[src/lzfg_pkg.sv]
package lzfg_pkg;

	localparam int LENGTH_BITS  = 5;
	localparam int OFFSET_BITS  = 11;
	localparam int MAX_MATCH    = (1 << LENGTH_BITS) - 1;
	localparam int WINDOW       = (1 << OFFSET_BITS) - 1;
	localparam int RING_AW      = OFFSET_BITS + 1;
	localparam int RING_DEPTH   = 1 << RING_AW;
	localparam int MIN_MATCH    = 2;
	localparam int TOKEN_BITS   = 16;
	localparam int GROUP_TOKENS = 8;
	localparam int GROUP_BYTES  = 2 * GROUP_TOKENS;
	localparam int GB_AW        = $clog2(GROUP_BYTES);
	localparam int GB_CW        = $clog2(GROUP_BYTES + 1);
	localparam int GT_AW        = $clog2(GROUP_TOKENS);
	localparam int GT_CW        = $clog2(GROUP_TOKENS + 1);
	localparam logic [31:0] LIMIT_RESET = 32'hFFFF_FFFF;
	localparam logic [31:0] COUNT_MAX   = 32'hFFFF_FFFF;

	typedef logic [LENGTH_BITS-1:0] len_t;
	typedef logic [OFFSET_BITS-1:0] off_t;
	typedef logic [RING_AW-1:0]     pos_t;

	typedef struct packed {
		logic [7:0] data_byte;
		logic       final_byte;
	} in_t;

	typedef struct packed {
		logic [7:0]  out_byte;
		logic        stored;
		logic        run_end;
		logic        stream_end;
		logic [31:0] total_length;
	} out_t;

	// one coding job: lookahead count at the first head and the stream end mark
	typedef struct packed {
		len_t cnt;
		logic fin;
	} cmd_t;

	typedef enum logic {
		MSG_TOKEN = 1'b0,
		MSG_FLUSH = 1'b1
	} msg_kind_t;

	typedef struct packed {
		msg_kind_t  kind;
		logic       literal;
		logic [7:0] hi;
		logic [7:0] lo;
		logic       tail;
		logic       fin;
	} tok_t;

endpackage

[src/lzfg_match.sv]
module lzfg_match import lzfg_pkg::*; (
	input  logic       clk,
	input  logic       arst_n,
	input  logic       cmd_valid,
	input  cmd_t       cmd,
	output logic       cmd_pop,
	output pos_t       raddr_a,
	output pos_t       raddr_b,
	input  logic [7:0] rdata_a,
	input  logic [7:0] rdata_b,
	output logic       tok_valid,
	output tok_t       tok,
	input  logic       tok_ready
);

	typedef enum logic [7:0] {
		M_IDLE  = 8'b0000_0001,
		M_HEAD  = 8'b0000_0010,
		M_LIT   = 8'b0000_0100,
		M_RD    = 8'b0000_1000,
		M_CMP   = 8'b0001_0000,
		M_TOK   = 8'b0010_0000,
		M_ADV   = 8'b0100_0000,
		M_FLUSH = 8'b1000_0000
	} mst_t;

	mst_t       st_q;
	pos_t       head_q;
	off_t       fill_q;
	len_t       skip_q;
	len_t       lac_q;
	logic       fin_q;
	off_t       d_q;
	len_t       len_q;
	len_t       best_len_q;
	off_t       best_off_q;
	logic [7:0] lit_q;

	logic                  eq;
	len_t                  len_inc;
	logic                  cand_done;
	len_t                  cand_len;
	logic                  better;
	len_t                  nbest;
	logic                  last_cand;
	logic                  literal;
	len_t                  remaining;
	logic [TOKEN_BITS-1:0] tokw;

	assign raddr_a = head_q + pos_t'(len_q) - pos_t'(d_q);
	assign raddr_b = (st_q == M_HEAD) ? head_q : head_q + pos_t'(len_q);

	assign eq        = (rdata_a == rdata_b);
	assign len_inc   = len_q + len_t'(1);
	assign cand_done = ~eq | (len_inc == lac_q);
	assign cand_len  = eq ? len_inc : len_q;
	assign better    = (cand_len > best_len_q);
	assign nbest     = better ? cand_len : best_len_q;
	assign last_cand = (d_q == off_t'(1)) | (nbest == lac_q);

	assign literal   = (best_len_q < len_t'(MIN_MATCH));
	assign remaining = lac_q - len_t'(1);
	assign tokw      = TOKEN_BITS'({best_off_q, best_len_q});

	assign cmd_pop   = (st_q == M_IDLE) & cmd_valid;
	assign tok_valid = (st_q == M_TOK) | (st_q == M_FLUSH);

	always_comb begin
		tok.kind    = (st_q == M_FLUSH) ? MSG_FLUSH : MSG_TOKEN;
		tok.literal = literal;
		tok.hi      = literal ? lit_q : tokw[15:8];
		tok.lo      = tokw[7:0];
		tok.fin     = fin_q;
		// no further token in this job: last head, or the rest is skipped
		if (st_q == M_FLUSH || !fin_q) begin
			tok.tail = 1'b1;
		end else if (literal) begin
			tok.tail = (remaining == len_t'(0));
		end else begin
			tok.tail = (remaining <= best_len_q - len_t'(1));
		end
	end

	always_ff @(posedge clk) begin
		case (st_q)
			M_IDLE: begin
				if (cmd_valid) begin
					lac_q <= cmd.cnt;
					fin_q <= cmd.fin;
				end
			end
			M_LIT: begin
				lit_q      <= rdata_b;
				best_len_q <= '0;
				best_off_q <= '0;
				d_q        <= fill_q;
				len_q      <= '0;
			end
			M_CMP: begin
				if (!cand_done) begin
					len_q <= len_inc;
				end else begin
					if (better) begin
						best_len_q <= cand_len;
						best_off_q <= d_q;
					end
					d_q   <= d_q - off_t'(1);
					len_q <= '0;
				end
			end
			M_ADV: begin
				lac_q <= remaining;
			end
			default: begin
			end
		endcase
	end

	always_ff @(posedge clk or negedge arst_n) begin
		if (!arst_n) begin
			st_q   <= M_IDLE;
			head_q <= '0;
			fill_q <= '0;
			skip_q <= '0;
		end else begin
			case (st_q)
				M_IDLE: begin
					if (cmd_valid) begin
						st_q <= M_HEAD;
					end
				end
				M_HEAD: begin
					if (skip_q != len_t'(0)) begin
						skip_q <= skip_q - len_t'(1);
						st_q   <= M_ADV;
					end else begin
						st_q <= M_LIT;
					end
				end
				M_LIT: begin
					st_q <= (fill_q == off_t'(0)) ? M_TOK : M_RD;
				end
				M_RD: begin
					st_q <= M_CMP;
				end
				M_CMP: begin
					if (!cand_done || !last_cand) begin
						st_q <= M_RD;
					end else begin
						st_q <= M_TOK;
					end
				end
				M_TOK: begin
					if (tok_ready) begin
						skip_q <= literal ? len_t'(0) : best_len_q - len_t'(1);
						st_q   <= M_ADV;
					end
				end
				M_ADV: begin
					head_q <= head_q + pos_t'(1);
					if (fill_q != off_t'(WINDOW)) begin
						fill_q <= fill_q + off_t'(1);
					end
					if (!fin_q) begin
						st_q <= M_IDLE;
					end else if (lac_q == len_t'(1)) begin
						st_q <= M_FLUSH;
					end else begin
						st_q <= M_HEAD;
					end
				end
				M_FLUSH: begin
					if (tok_ready) begin
						fill_q <= '0;
						skip_q <= '0;
						st_q   <= M_IDLE;
					end
				end
				default: begin
					st_q <= M_IDLE;
				end
			endcase
		end
	end

endmodule

[config.mk]
export PLATFORM = sky130hd
export DESIGN_NAME = lzfg_match
export DESIGN_NICKNAME = d
export VERILOG_FILES = /design/src/lzfg_pkg.sv /design/src/lzfg_match.sv
export SDC_FILE = /design/constraint.sdc
export NUM_CORES = 1
export LEC_CHECK = 0
export BUFFER_PORTS_ARGS = -buffer_cell sky130_fd_sc_hd__buf_2
export CAP_MARGIN = 40
export CORE_MARGIN = 2
export CORE_UTILIZATION = 42
export CTS_BUF_LIST = sky130_fd_sc_hd__clkbuf_4 sky130_fd_sc_hd__clkbuf_8 sky130_fd_sc_hd__clkbuf_16
export CTS_CLUSTER_SIZE = 28
export DETAILED_ROUTE_END_ITERATION = 8
export SETUP_SLACK_MARGIN = 0.15
export SLEW_MARGIN = 10
export SYNTH_ARGS = -nofsm -noshare
export SYNTH_HDL_FRONTEND = slang
export SYNTH_SLANG_ARGS = --single-unit
[constraint.sdc]
create_clock -name clk -period 6.3 [get_ports clk]
set_input_delay 0 -clock clk [delete_from_list [all_inputs] [get_ports clk]]
set_output_delay 0 -clock clk [all_outputs]
set_load 0.02 [all_outputs]
==> impl_metrics.py, run 1 <==
metrics = {
    "outcome": {
        "status": "finished, final reports clean",
    },
    "worst_setup_path": {
        "critical_path_peak_fanout": 10,
        "worstPathArrival_ns": 4.02,
        "crit_chain": "dlygate4sd3_1 > buf_2 > xor2_1 > nor4_2 > nand2_2 > mux2_4 > ha_1 > nor2b_1 > o21ai_0 > a32oi_1 > clkbuf_4 > o2bb2ai_1 > a211oi_1 > o2111ai_1 > nor4_2 > o31ai_1",
        "cp_top_family": "simple AND/OR/NAND/NOR gates",
        "crit_buf_inv": 3,
        "crit_type": "input pin to register",
        "cpMaxStageDelayCell": "nor4_2",
        "crit_path_end_kind": "register",
        "cp_common_cell": "nor4_2",
        "required_ns": 6.50,
        "crit_cells": 16,
        "reg2reg_depth": 14,
        "slowest_delay_ns": 0.62,
        "startpoint_type": "input pin",
    },
    "sta": {
        "worst_pin_slew_ns": 0.7888,
        "final_max_slew_viol_count": 0,
        "finClkSkew_ns": 0.006350,
        "slew_headroom_pct": 47.18,
        "fmax_mhz": 261.9,
        "setup_violations": 0,
        "min_period_ns": 3.818,
        "rsz0062_at_grt": "false",
        "setup_tns_ns": 0,
        "finalCritPeriodShare_pct": 60.61,
        "hold_viol_final": 0,
    },
    "yosys": {
        "netlist_area_um2": 5593,
        "syn-num-nets": 647,
        "synth_area_per_cell_um2": 9.593,
        "synth-seq-cells": 82,
        "synth_most_common_cell": "nor2_1",
        "synth_top_cell_by_area": "edfxtp_1",
        "netlist_instances": 583,
        "async_reset_ff_share_pct": 43.90,
        "yosys_warnings": 0,
        "synth_top_flop_cell": "edfxtp_1",
        "yosysSeqAreaShare_pct": 40.83,
        "synth-edff-count": 46,
        "synth_cell_types": 64,
        "synth_area_leaders": "edfxtp_1, dfrtp_1, ha_1",
        "yosys-top-cells-count": "nor2_1, nand2_1, xnor2_1",
        "yosys.area.top_type_share_pct": 24.70,
    },
    "route": {
        "post_drt_wl_per_cell_um": 16.44,
        "via_per_inst": 5.349,
        "dr_total_vias": 4520,
        "firstDrtPassIters": 5,
        "drt_iter0_drc": 303,
        "ant_nets": 0,
        "drt_wl_total_um": 13900,
        "drc": 0,
    },
    "placement": {
        "place_inst": 811,
        "hpwl_um": 10530,
        "port_buffers": 71,
        "place.gp.congestion": 0.8691,
    },
    "die": {
        "fp.dieH_um": 119.4,
        "row_count": 42,
        "initial_core_util_pct": 42.57,
        "dieArea_um2": 14260,
        "ios": 72,
        "die_w_um": 119.4,
        "design.core.area_um2": 13140,
    },
    "layout": {
        "final_layout_size_suffix_gt1_share_pct": 18.09,
        "finalNetCount": 728,
        "layout.area.seq_um2": 2283,
        "area_growth_syn_to_layout_pct": 17.94,
        "layout.cells.non_filler": 845,
        "diodes": 0,
        "multi_input_comb_area_um2": 3070,
        "n_fill_cell": 1230,
    },
    "clock_tree": {
        "cts_buffer_depth": 2,
        "clock_latency_ns": 0.34,
        "cts_buffers": 9,
        "postCtsSetupRepairBufs": 0,
        "clkSinkCount": 82,
        "clk_pin_slew_worst_paths_ns": 0.06,
        "cts_resized": 0,
        "cts.htree.levels": 3,
        "root_buffer": "clkbuf_16",
        "cts_tree": "built",
    },
    "global_routing": {
        "grt_pass1_vias": 4564,
        "grt_antenna_before_repair": 0,
        "grt_pass1_wl_um": 22800,
        "grt_use_total_pct": 20.24,
        "overflow": 0,
        "grt_start_max_net_pins": 34,
    },
    "worst_hold_path": {
        "hold_class": "input pin to register",
        "holdPathStages": 4,
    },
    "power": {
        "vdd_drop_max_mv": 0.1808,
        "p_sw_uw": 538.5,
        "p_sw_share_pct": 31.28,
        "power_frac_seq_pct": 40.0,
        "pwr-share-comb_pct": 26.5,
        "p_leak_uw": 0.002999,
        "power_density_nw_per_um2": 261.0,
        "internal-power_uw": 1183,
        "power_frac_clock_pct": 33.5,
    },
    "flow_run": {
        "maxCapViolations": 0,
    },
}
## final timing paths
check / slack, ns / startpoint / endpoint
min reg2reg: 0.50 / skip_q[4] / skip_q[4]
max: 2.48 / rdata_b[3] / st_q[3]
max in group asynchronous: 5.56 / arst_n / head_q[11]
max reg2reg: 2.87 / len_q[0] / st_q[3]
min: 0.04 / cmd_valid / st_q[6]
min in group asynchronous: 0.17 / arst_n / head_q[10]
## logic make-up after synthesis
logic type	Yosys count	share of synthesized area, %
AO/OA/AOI/OAI	90	10.36
adder cells (fa/ha/maj)	38	8.770
multiplexers	9	1.879
XOR/XNOR	83	13.00
AND/OR/NAND/NOR	223	20.78
buffers and inverters	58	4.385
flip-flops	82	40.83
## cell usage in the layout (no fill, tap or decap), drive strengths merged, types with 8 or more instances in the layout
| master | netlist | layout |
|---|---|---|
| buf | 10 | 74 |
| nor2 | 65 | 65 |
| nand2 | 59 | 59 |
| xnor2 | 50 | 50 |
| edfxtp | 46 | 46 |
| inv | 36 | 36 |
| ha | 36 | 36 |
| dfrtp | 35 | 35 |
| xor2 | 33 | 33 |
| o21ai | 26 | 26 |
| a21oi | 21 | 21 |
| dlygate4sd3 | 0 | 17 |
| clkbuf | 12 | 14 |
| nand3 | 13 | 13 |
| nor3 | 10 | 10 |
| and3 | 9 | 9 |
| nand4 | 9 | 9 |
| mux2 | 9 | 9 |
| nor4 | 9 | 9 |
| nand2b | 8 | 8 |
## metal layers
layer | part of all wire [%] | vias to the layer above | wire length (um) | track usage, %
met4 | 1.5 | 0 | 211 | 6.471
met3 | 3.0 | 15 | 416 | 2.921
met2 | 49 | 83 | 6788 | 34.52
met5 | 0 | - | 0 | 0
met1 | 47 | 2224 | 6479 | 26.59
li1 | - | 2198 | - | -
## registers in the layout, indices dropped and copies added (netlist names)
name	count
d_q	11
fin_q	1
lac_q	5
lit_q	8
best_len_q	5
fill_q	11
len_q	5
skip_q	5
best_off_q	11
head_q	12
st_q	8
## what timing repair did
item / 4_1_cts / 5_1_grt
hold endpoints to repair: 51 / 0
setup endpoints to repair: 0 / 0
hold buffers: 17 / 0
## final cells by class
type                       count  area share (%)
clock buffer                  13           3.870
clock inverter                 3          0.9674
inverter                      36           2.049
multi-input combinational    443           46.55
sequential                    82           34.62
tap                          176           3.338
timing repair buffer          92           8.612
## worst register-to-register path, stage by stage (launching register included)
cell and delay [ns]:
edfxtp_1 0.54, ha_1 0.27, nand3_1 0.17, nor2_1 0.16, xor2_1 0.22, ha_1 0.28
and3_1 0.20, o21ai_0 0.11, a32oi_1 0.11, clkbuf_4 0.21, o2bb2ai_1 0.13, a211oi_1 0.27
o2111ai_1 0.16, nor4_2 0.34, o31ai_1 0.12
## power by group through the flow
stage	clock network, uW	logic [uW]	registers, uW
floorplan	0	341	674
detailed placement	0	448	699
finish	576	456	689
global placement	0	433	698
global route	609	511	697
CTS	589	459	689
## metrics by stage
step / hold slack (ns) / utilization (%) / worst slack (ns) / total power (uW) / instance area (um2)
after detailed placement: -0.1803 / 46.43 / 2.404 / 1147 / 6100
after floorplan: -0.2956 / - / 3.270 / 1015 / 5593
final: 0.04327 / 50.21 / 2.482 / 1721 / 6596
after global placement: 0.1570 / 46.28 / 2.594 / 1131 / 6080
after CTS: 0.02187 / 50.15 / 2.218 / 1737 / 6589
after global routing: 0.04429 / 50.21 / 2.146 / 1817 / 6596
Note: power is estimated with default switching activity, not from simulation.
==> inputs of run 2 (changes only) <==
==> constraint.sdc (replaced) <==
create_clock -name clk -period 3.3 [get_ports clk]
set_input_delay 0 -clock clk [delete_from_list [all_inputs] [get_ports clk]]
set_output_delay 0 -clock clk [all_outputs]
set_load 0.02 [all_outputs]
==> run 2 against run 1 <==
  * The run now ends with negative setup slack left
  * Setup slack worse by 2.5 ns
  * Clock-buffer cell count down 3
  * Largest cell class unchanged
  * Sequential share of layout area down 2.6 points
  * Highest routed layer unchanged
  * Hold slack worse by 0.036 ns
  * Via count up 3.1%
  * Core utilization up 4.1 points
==> impl_metrics.py, run 2 (synthesis gave the netlist of run 1 again) <==
metrics = {
    "outcome": {
        "status": "finished with violations",
        "violations": "negative setup slack",
    },
    "worst_setup_path": {
        "crit_path_end_kind": "output pin",
        "startpoint_type": "register",
        "critical_path_peak_fanout": 4,
        "reg2reg_depth": 16,
        "ff2ff_setup_slack_ns": 0.13,
        "crit_type": "register to output pin",
        "required_ns": 3.30,
        "r2r-end": "st_q[5]",
        "r2r_start": "len_q[0]",
        "worstPathArrival_ns": 3.31,
    },
    "global_routing": {
        "overflow": 0,
        "grt_antenna_before_repair": 0,
        "grt_pass1_vias": 4668,
        "grt_pass1_wl_um": 23620,
        "grt_use_total_pct": 21.24,
        "grt_start_max_net_pins": 33,
    },
    "worst_hold_path": {
        "hold_class": "input pin to register",
        "holdPathStages": 4,
        "min_to": "st_q[6]",
        "min-delay-start": "cmd_valid",
    },
    "sta": {
        "fin_ws_ns": -0.009993,
        "worst_pin_slew_ns": 0.6501,
        "fmax_mhz": 302.1,
        "setup_tns_ns": -0.009993,
        "min_period_ns": 3.310,
        "hold_viol_final": 0,
        "final_max_slew_viol_count": 0,
        "finClkSkew_ns": 0.007487,
        "setup_violations": 1,
        "slew_headroom_pct": 56.30,
        "whs_ns": 0.006974,
        "finalCritPeriodShare_pct": 100.3,
        "rsz0062_at_grt": "true",
    },
    "power": {
        "p_sw_share_pct": 33.63,
        "pwr-share-comb_pct": 30.2,
        "vdd_drop_max_mv": 0.3508,
        "internal-power_uw": 2196,
        "power_density_nw_per_um2": 463.3,
        "p_leak_uw": 0.003243,
        "power_frac_seq_pct": 39.3,
        "p_sw_uw": 1113,
        "power_frac_clock_pct": 30.6,
    },
    "route": {
        "dr_total_vias": 4658,
        "via_per_inst": 5.263,
        "drc": 0,
        "drt_wl_total_um": 14750,
        "firstDrtPassIters": 5,
        "drt_iter0_drc": 309,
        "ant_nets": 0,
        "post_drt_wl_per_cell_um": 16.66,
    },
    "placement": {
        "pre_cts_slack_ns": -0.1786,
        "place.gp.congestion": 0.8946,
        "hpwl_um": 10910,
        "port_buffers": 71,
    },
    "clock_tree": {
        "clkSinkCount": 82,
        "clock_latency_ns": 0.35,
        "clk_pin_slew_worst_paths_ns": 0.07,
        "cts.htree.levels": 3,
        "cts_tree": "built",
        "root_buffer": "clkbuf_16",
        "cts_buffers": 9,
        "cts_buffer_depth": 2,
    },
    "die": {
        "row_count": 42,
        "dieArea_um2": 14260,
        "die_w_um": 119.4,
        "initial_core_util_pct": 42.57,
        "ios": 72,
        "fp.dieH_um": 119.4,
        "design.core.area_um2": 13140,
    },
    "layout": {
        "regMostFlops": "head_q",
        "n_fill_cell": 1196,
        "final_layout_size_suffix_gt1_share_pct": 27.93,
        "layout_commonest_cell": "buf_2",
        "layout.area.seq_um2": 2283,
        "area_growth_syn_to_layout_pct": 27.67,
        "multi_input_comb_area_um2": 3318,
        "diodes": 0,
        "final_cell_mix": "buf_2, nor2_1, nand2_1, edfxtp_1, buf_4",
        "largest_reg_flops": 12,
        "finalNetCount": 768,
    },
    "flow_run": {
        "maxCapViolations": 0,
    },
}
-- run 2: timing repair --
item	CTS	global route
hold endpoints to repair	51	0
buffers inserted	14	6
resized for setup	32	23
setup endpoints to repair	7	8
pin swaps	22	30
hold buffers	16	0
-- run 2: stage by stage --
stage | cells | util, % | instance area (um2) | total power [uW]
after floorplan | 583 | - | 5593 | 1938
after global routing | 885 | 54.35 | 7141 | 3500
final | 885 | 54.35 | 7141 | 3309
after CTS | 879 | 52.94 | 6955 | 3309
after global placement | 832 | 47.53 | 6245 | 2211
after detailed placement | 833 | 47.69 | 6265 | 2245
-- run 2: worst max-delay path by stage --
stage	startpoint	to	slack, ns	cells after the start
global placement	rdata_b[3]	st_q[5]	-0.10	15
finish	len_q[0]	raddr_a[10]	-0.01	16
floorplan	len_q[0]	raddr_a[10]	0.27	14
detailed placement	rdata_b[3]	st_q[5]	-0.18	15
global route	len_q[0]	raddr_a[10]	-0.15	16
CTS	len_q[0]	raddr_a[10]	-0.02	16
-- run 2: final cells by class --
cell class	count	area share [%]
clock buffers	10	3.504
clock inverters	6	0.6133
inverters	36	1.892
multi-input cells	443	46.47
flip-flops and latches	82	31.98
well taps	176	3.084
repair buffers	132	12.46
-- run 2: power by group through the flow --
stage	clock, uW	combinational (uW)	sequential (uW)
after floorplan	0	652	1290
after global placement	0	896	1320
after detailed placement	0	925	1320
after CTS	1030	981	1300
after global routing	1070	1110	1320
final	1010	998	1300
-- run 2: critical path, cell delays in order, from the launching register on --
cell      delay (ns)
edfxtp_1        0.45
ha_4            0.20
fa_2            0.38
a21oi_2         0.15
nor2_1          0.07
nor2_2          0.15
nor2b_1         0.07
o21a_2          0.27
xnor2_4         0.16
ha_4            0.17
and2_4          0.13
nor2_1          0.07
o21ai_1         0.08
a21o_1          0.19
a21oi_2         0.13
xnor2_1         0.13
buf_4           0.16
-- run 2: layer usage --
| layer | vias to the layer above | wire length (um) | global-route usage [%] |
|---|---|---|---|
| met4 | 0 | 283 | 5.662 |
| met3 | 23 | 751 | 4.981 |
| met2 | 147 | 7250 | 36.60 |
| met5 | - | 0 | 0 |
| li1 | 2277 | - | - |
| met1 | 2211 | 6460 | 26.80 |
==> inputs of run 3 (changes only) <==
--- a/config.mk
+++ b/config.mk
@@ -10,6 +10,7 @@
 export CORE_MARGIN = 2
 export CORE_UTILIZATION = 42
 export CTS_BUF_LIST = sky130_fd_sc_hd__clkbuf_4 sky130_fd_sc_hd__clkbuf_8 sky130_fd_sc_hd__clkbuf_16
+export CTS_CLUSTER_DIAMETER = 80
 export CTS_CLUSTER_SIZE = 28
 export DETAILED_ROUTE_END_ITERATION = 8
 export SETUP_SLACK_MARGIN = 0.15
==> constraint.sdc (replaced) <==
create_clock -name clk -period 3.68 [get_ports clk]
set_input_delay 0 -clock clk [delete_from_list [all_inputs] [get_ports clk]]
set_output_delay 0 -clock clk [all_outputs]
set_load 0.02 [all_outputs]
==> run 3 against run 2 <==
  * Highest routed layer is now met5
  * Setup slack gained 0.28 ns
  * Sequential share of layout area grew 1.5 points
  * Largest cell class unchanged
  * Combinational power shrank 16%
  * Sequential power shrank 9%
  * Wire length shrank 3.1%
  * Final area shrank 4.5%
  * The run now ends clean
  * Global-route usage shrank 1.2 points
  * Clock power shrank 18%
  * Clock-buffer cell count grew 1
  * Core utilization shrank 2.4 points
==> impl_metrics.py, run 3 (synthesis gave the netlist of run 1 again) <==
metrics = {
    "layout": {
        "final_cell_mix": "buf_2, nor2_1, nand2_1, xnor2_1, edfxtp_1",
        "largest_reg_flops": 12,
        "area_growth_syn_to_layout_pct": 21.92,
        "regMostFlops": "head_q",
        "multi_input_comb_area_um2": 3229,
        "fin_area_um2": 6819,
        "n_fill_cell": 1216,
        "layout.area.seq_um2": 2286,
        "final_layout_size_suffix_gt1_share_pct": 23.98,
        "finalNetCount": 743,
        "diodes": 0,
        "postLayoutCoreUtil_pct": 51.90,
        "layout_commonest_cell": "buf_2",
    },
    "clock_tree": {
        "clkSinkCount": 82,
        "cts_buffers": 9,
        "cts_buffer_depth": 2,
        "clk_pin_slew_worst_paths_ns": 0.06,
        "cts_tree": "built",
        "cts.htree.levels": 3,
        "clock_latency_ns": 0.35,
        "root_buffer": "clkbuf_16",
    },
    "placement": {
        "port_buffers": 71,
        "place.gp.congestion": 0.8766,
        "pre_cts_slack_ns": 0.3440,
        "hpwl_um": 10570,
        "dpl-instance-area_um2": 6152,
    },
    "sta": {
        "fmax_mhz": 292.9,
        "final_max_slew_viol_count": 0,
        "min_period_ns": 3.414,
        "finClkSkew_ns": 0.01007,
        "finalCritPeriodShare_pct": 92.76,
        "slew_headroom_pct": 53.82,
        "hold_viol_final": 0,
        "whs_ns": 0.005496,
        "worst_pin_slew_ns": 0.6912,
        "rsz0062_at_grt": "true",
        "setup_violations": 0,
        "fin_ws_ns": 0.2663,
        "setup_tns_ns": 0,
    },
    "worst_setup_path": {
        "startpoint_type": "register",
        "critical_path_peak_fanout": 6,
        "required_ns": 3.68,
        "setup.worst_path.end": "raddr_a[11]",
        "worstPathArrival_ns": 3.41,
        "r2r-end": "best_off_q[0]",
        "reg2reg_depth": 12,
        "startpoint": "head_q[1]",
        "ff2ff_setup_slack_ns": 0.34,
        "crit_path_end_kind": "output pin",
        "crit_type": "register to output pin",
        "r2r_start": "len_q[0]",
    },
    "route": {
        "dr_total_vias": 4561,
        "post_drt_wl_per_cell_um": 16.61,
        "drc": 0,
        "via_per_inst": 5.303,
        "ant_nets": 0,
        "firstDrtPassIters": 5,
        "drt_wl_total_um": 14290,
        "drt_iter0_drc": 226,
    },
    "die": {
        "initial_core_util_pct": 42.57,
        "dieArea_um2": 14260,
        "die_w_um": 119.4,
        "row_count": 42,
        "fp.dieH_um": 119.4,
        "ios": 72,
        "design.core.area_um2": 13140,
    },
    "global_routing": {
        "grt_use_total_pct": 20.01,
        "grt_pass1_wl_um": 22340,
        "grt_pass1_vias": 4464,
        "grt_antenna_before_repair": 1,
        "overflow": 0,
        "grt_start_max_net_pins": 33,
    },
    "power": {
        "power_density_nw_per_um2": 417.0,
        "vdd_drop_max_mv": 0.2229,
        "p_leak_uw": 0.003093,
    },
    "flow_run": {
        "maxCapViolations": 0,
    },
    "worst_hold_path": {
        "hold_class": "input pin to async pin",
    },
    "outcome": {
        "status": "finished, final reports clean",
    },
}
-- run 3: repair_timing --
item / in CTS / in global routing
cloned: 0 / 1
setup buffers: 3 / 6
hold endpoints to repair: 51 / 0
endpoints found under the setup margin: 2 / 6
resized for setup: 9 / 28
pin swaps: 1 / 18
hold buffers: 16 / 0
-- run 3: worst min-delay path by stage --
stage | end | start | depth (start not counted) | slack (ns)
2_1_floorplan | fill_q[0] | arst_n | 0 | -0.30
3_3_place_gp | head_q[11] | arst_n | 1 | 0.16
3_5_place_dp | head_q[9] | arst_n | 1 | -0.16
4_1_cts | head_q[9] | arst_n | 2 | 0.006
5_1_grt | st_q[6] | cmd_valid | 4 | 0.04
6_report | head_q[9] | arst_n | 2 | 0.005
-- run 3: through the flow --
step           power (uW)  instances
3_5_place_dp         1973        818
2_1_floorplan        1738        583
4_1_cts              2822        853
3_3_place_gp         1949        817
6_report             2844        860
5_1_grt              2994        860
-- run 3: layer usage --
| metal | up-vias | routed length, um | GRT usage, % |
|---|---|---|---|
| li1 | 2218 | - | - |
| met1 | 2207 | 6400 | 26.10 |
| met2 | 107 | 6930 | 33.33 |
| met3 | 27 | 586 | 3.688 |
| met4 | 2 | 359 | 7.206 |
| met5 | - | 10 | 0 |
-- run 3: layout make-up --
| type | instances | share of cell area (%) |
|---|---|---|
| multi-input cells | 443 | 47.36 |
| flip-flops and latches | 82 | 33.52 |
| repair buffers | 107 | 10.07 |
| clock buffers | 11 | 3.523 |
| well taps | 176 | 3.229 |
| inverters | 36 | 1.982 |
| clock inverters | 5 | 0.3119 |
-- run 3: where the power goes --
group          internal, uW  switching [uW]
Clock                   463             365
Sequential             1070             108
Combinational           368             469
Total                  1900             942
-- run 3: critical path, stage by stage, from the launching register on --
cell	delay (ns)
dfrtp_2	0.45
ha_1	0.31
a21o_1	0.14
a21oi_2	0.07
o21bai_1	0.16
a21oi_2	0.10
or2_2	0.34
xnor2_1	0.14
ha_1	0.33
and2_1	0.19
o21ai_0	0.29
a31oi_2	0.18
xnor2_2	0.18
buf_4	0.17
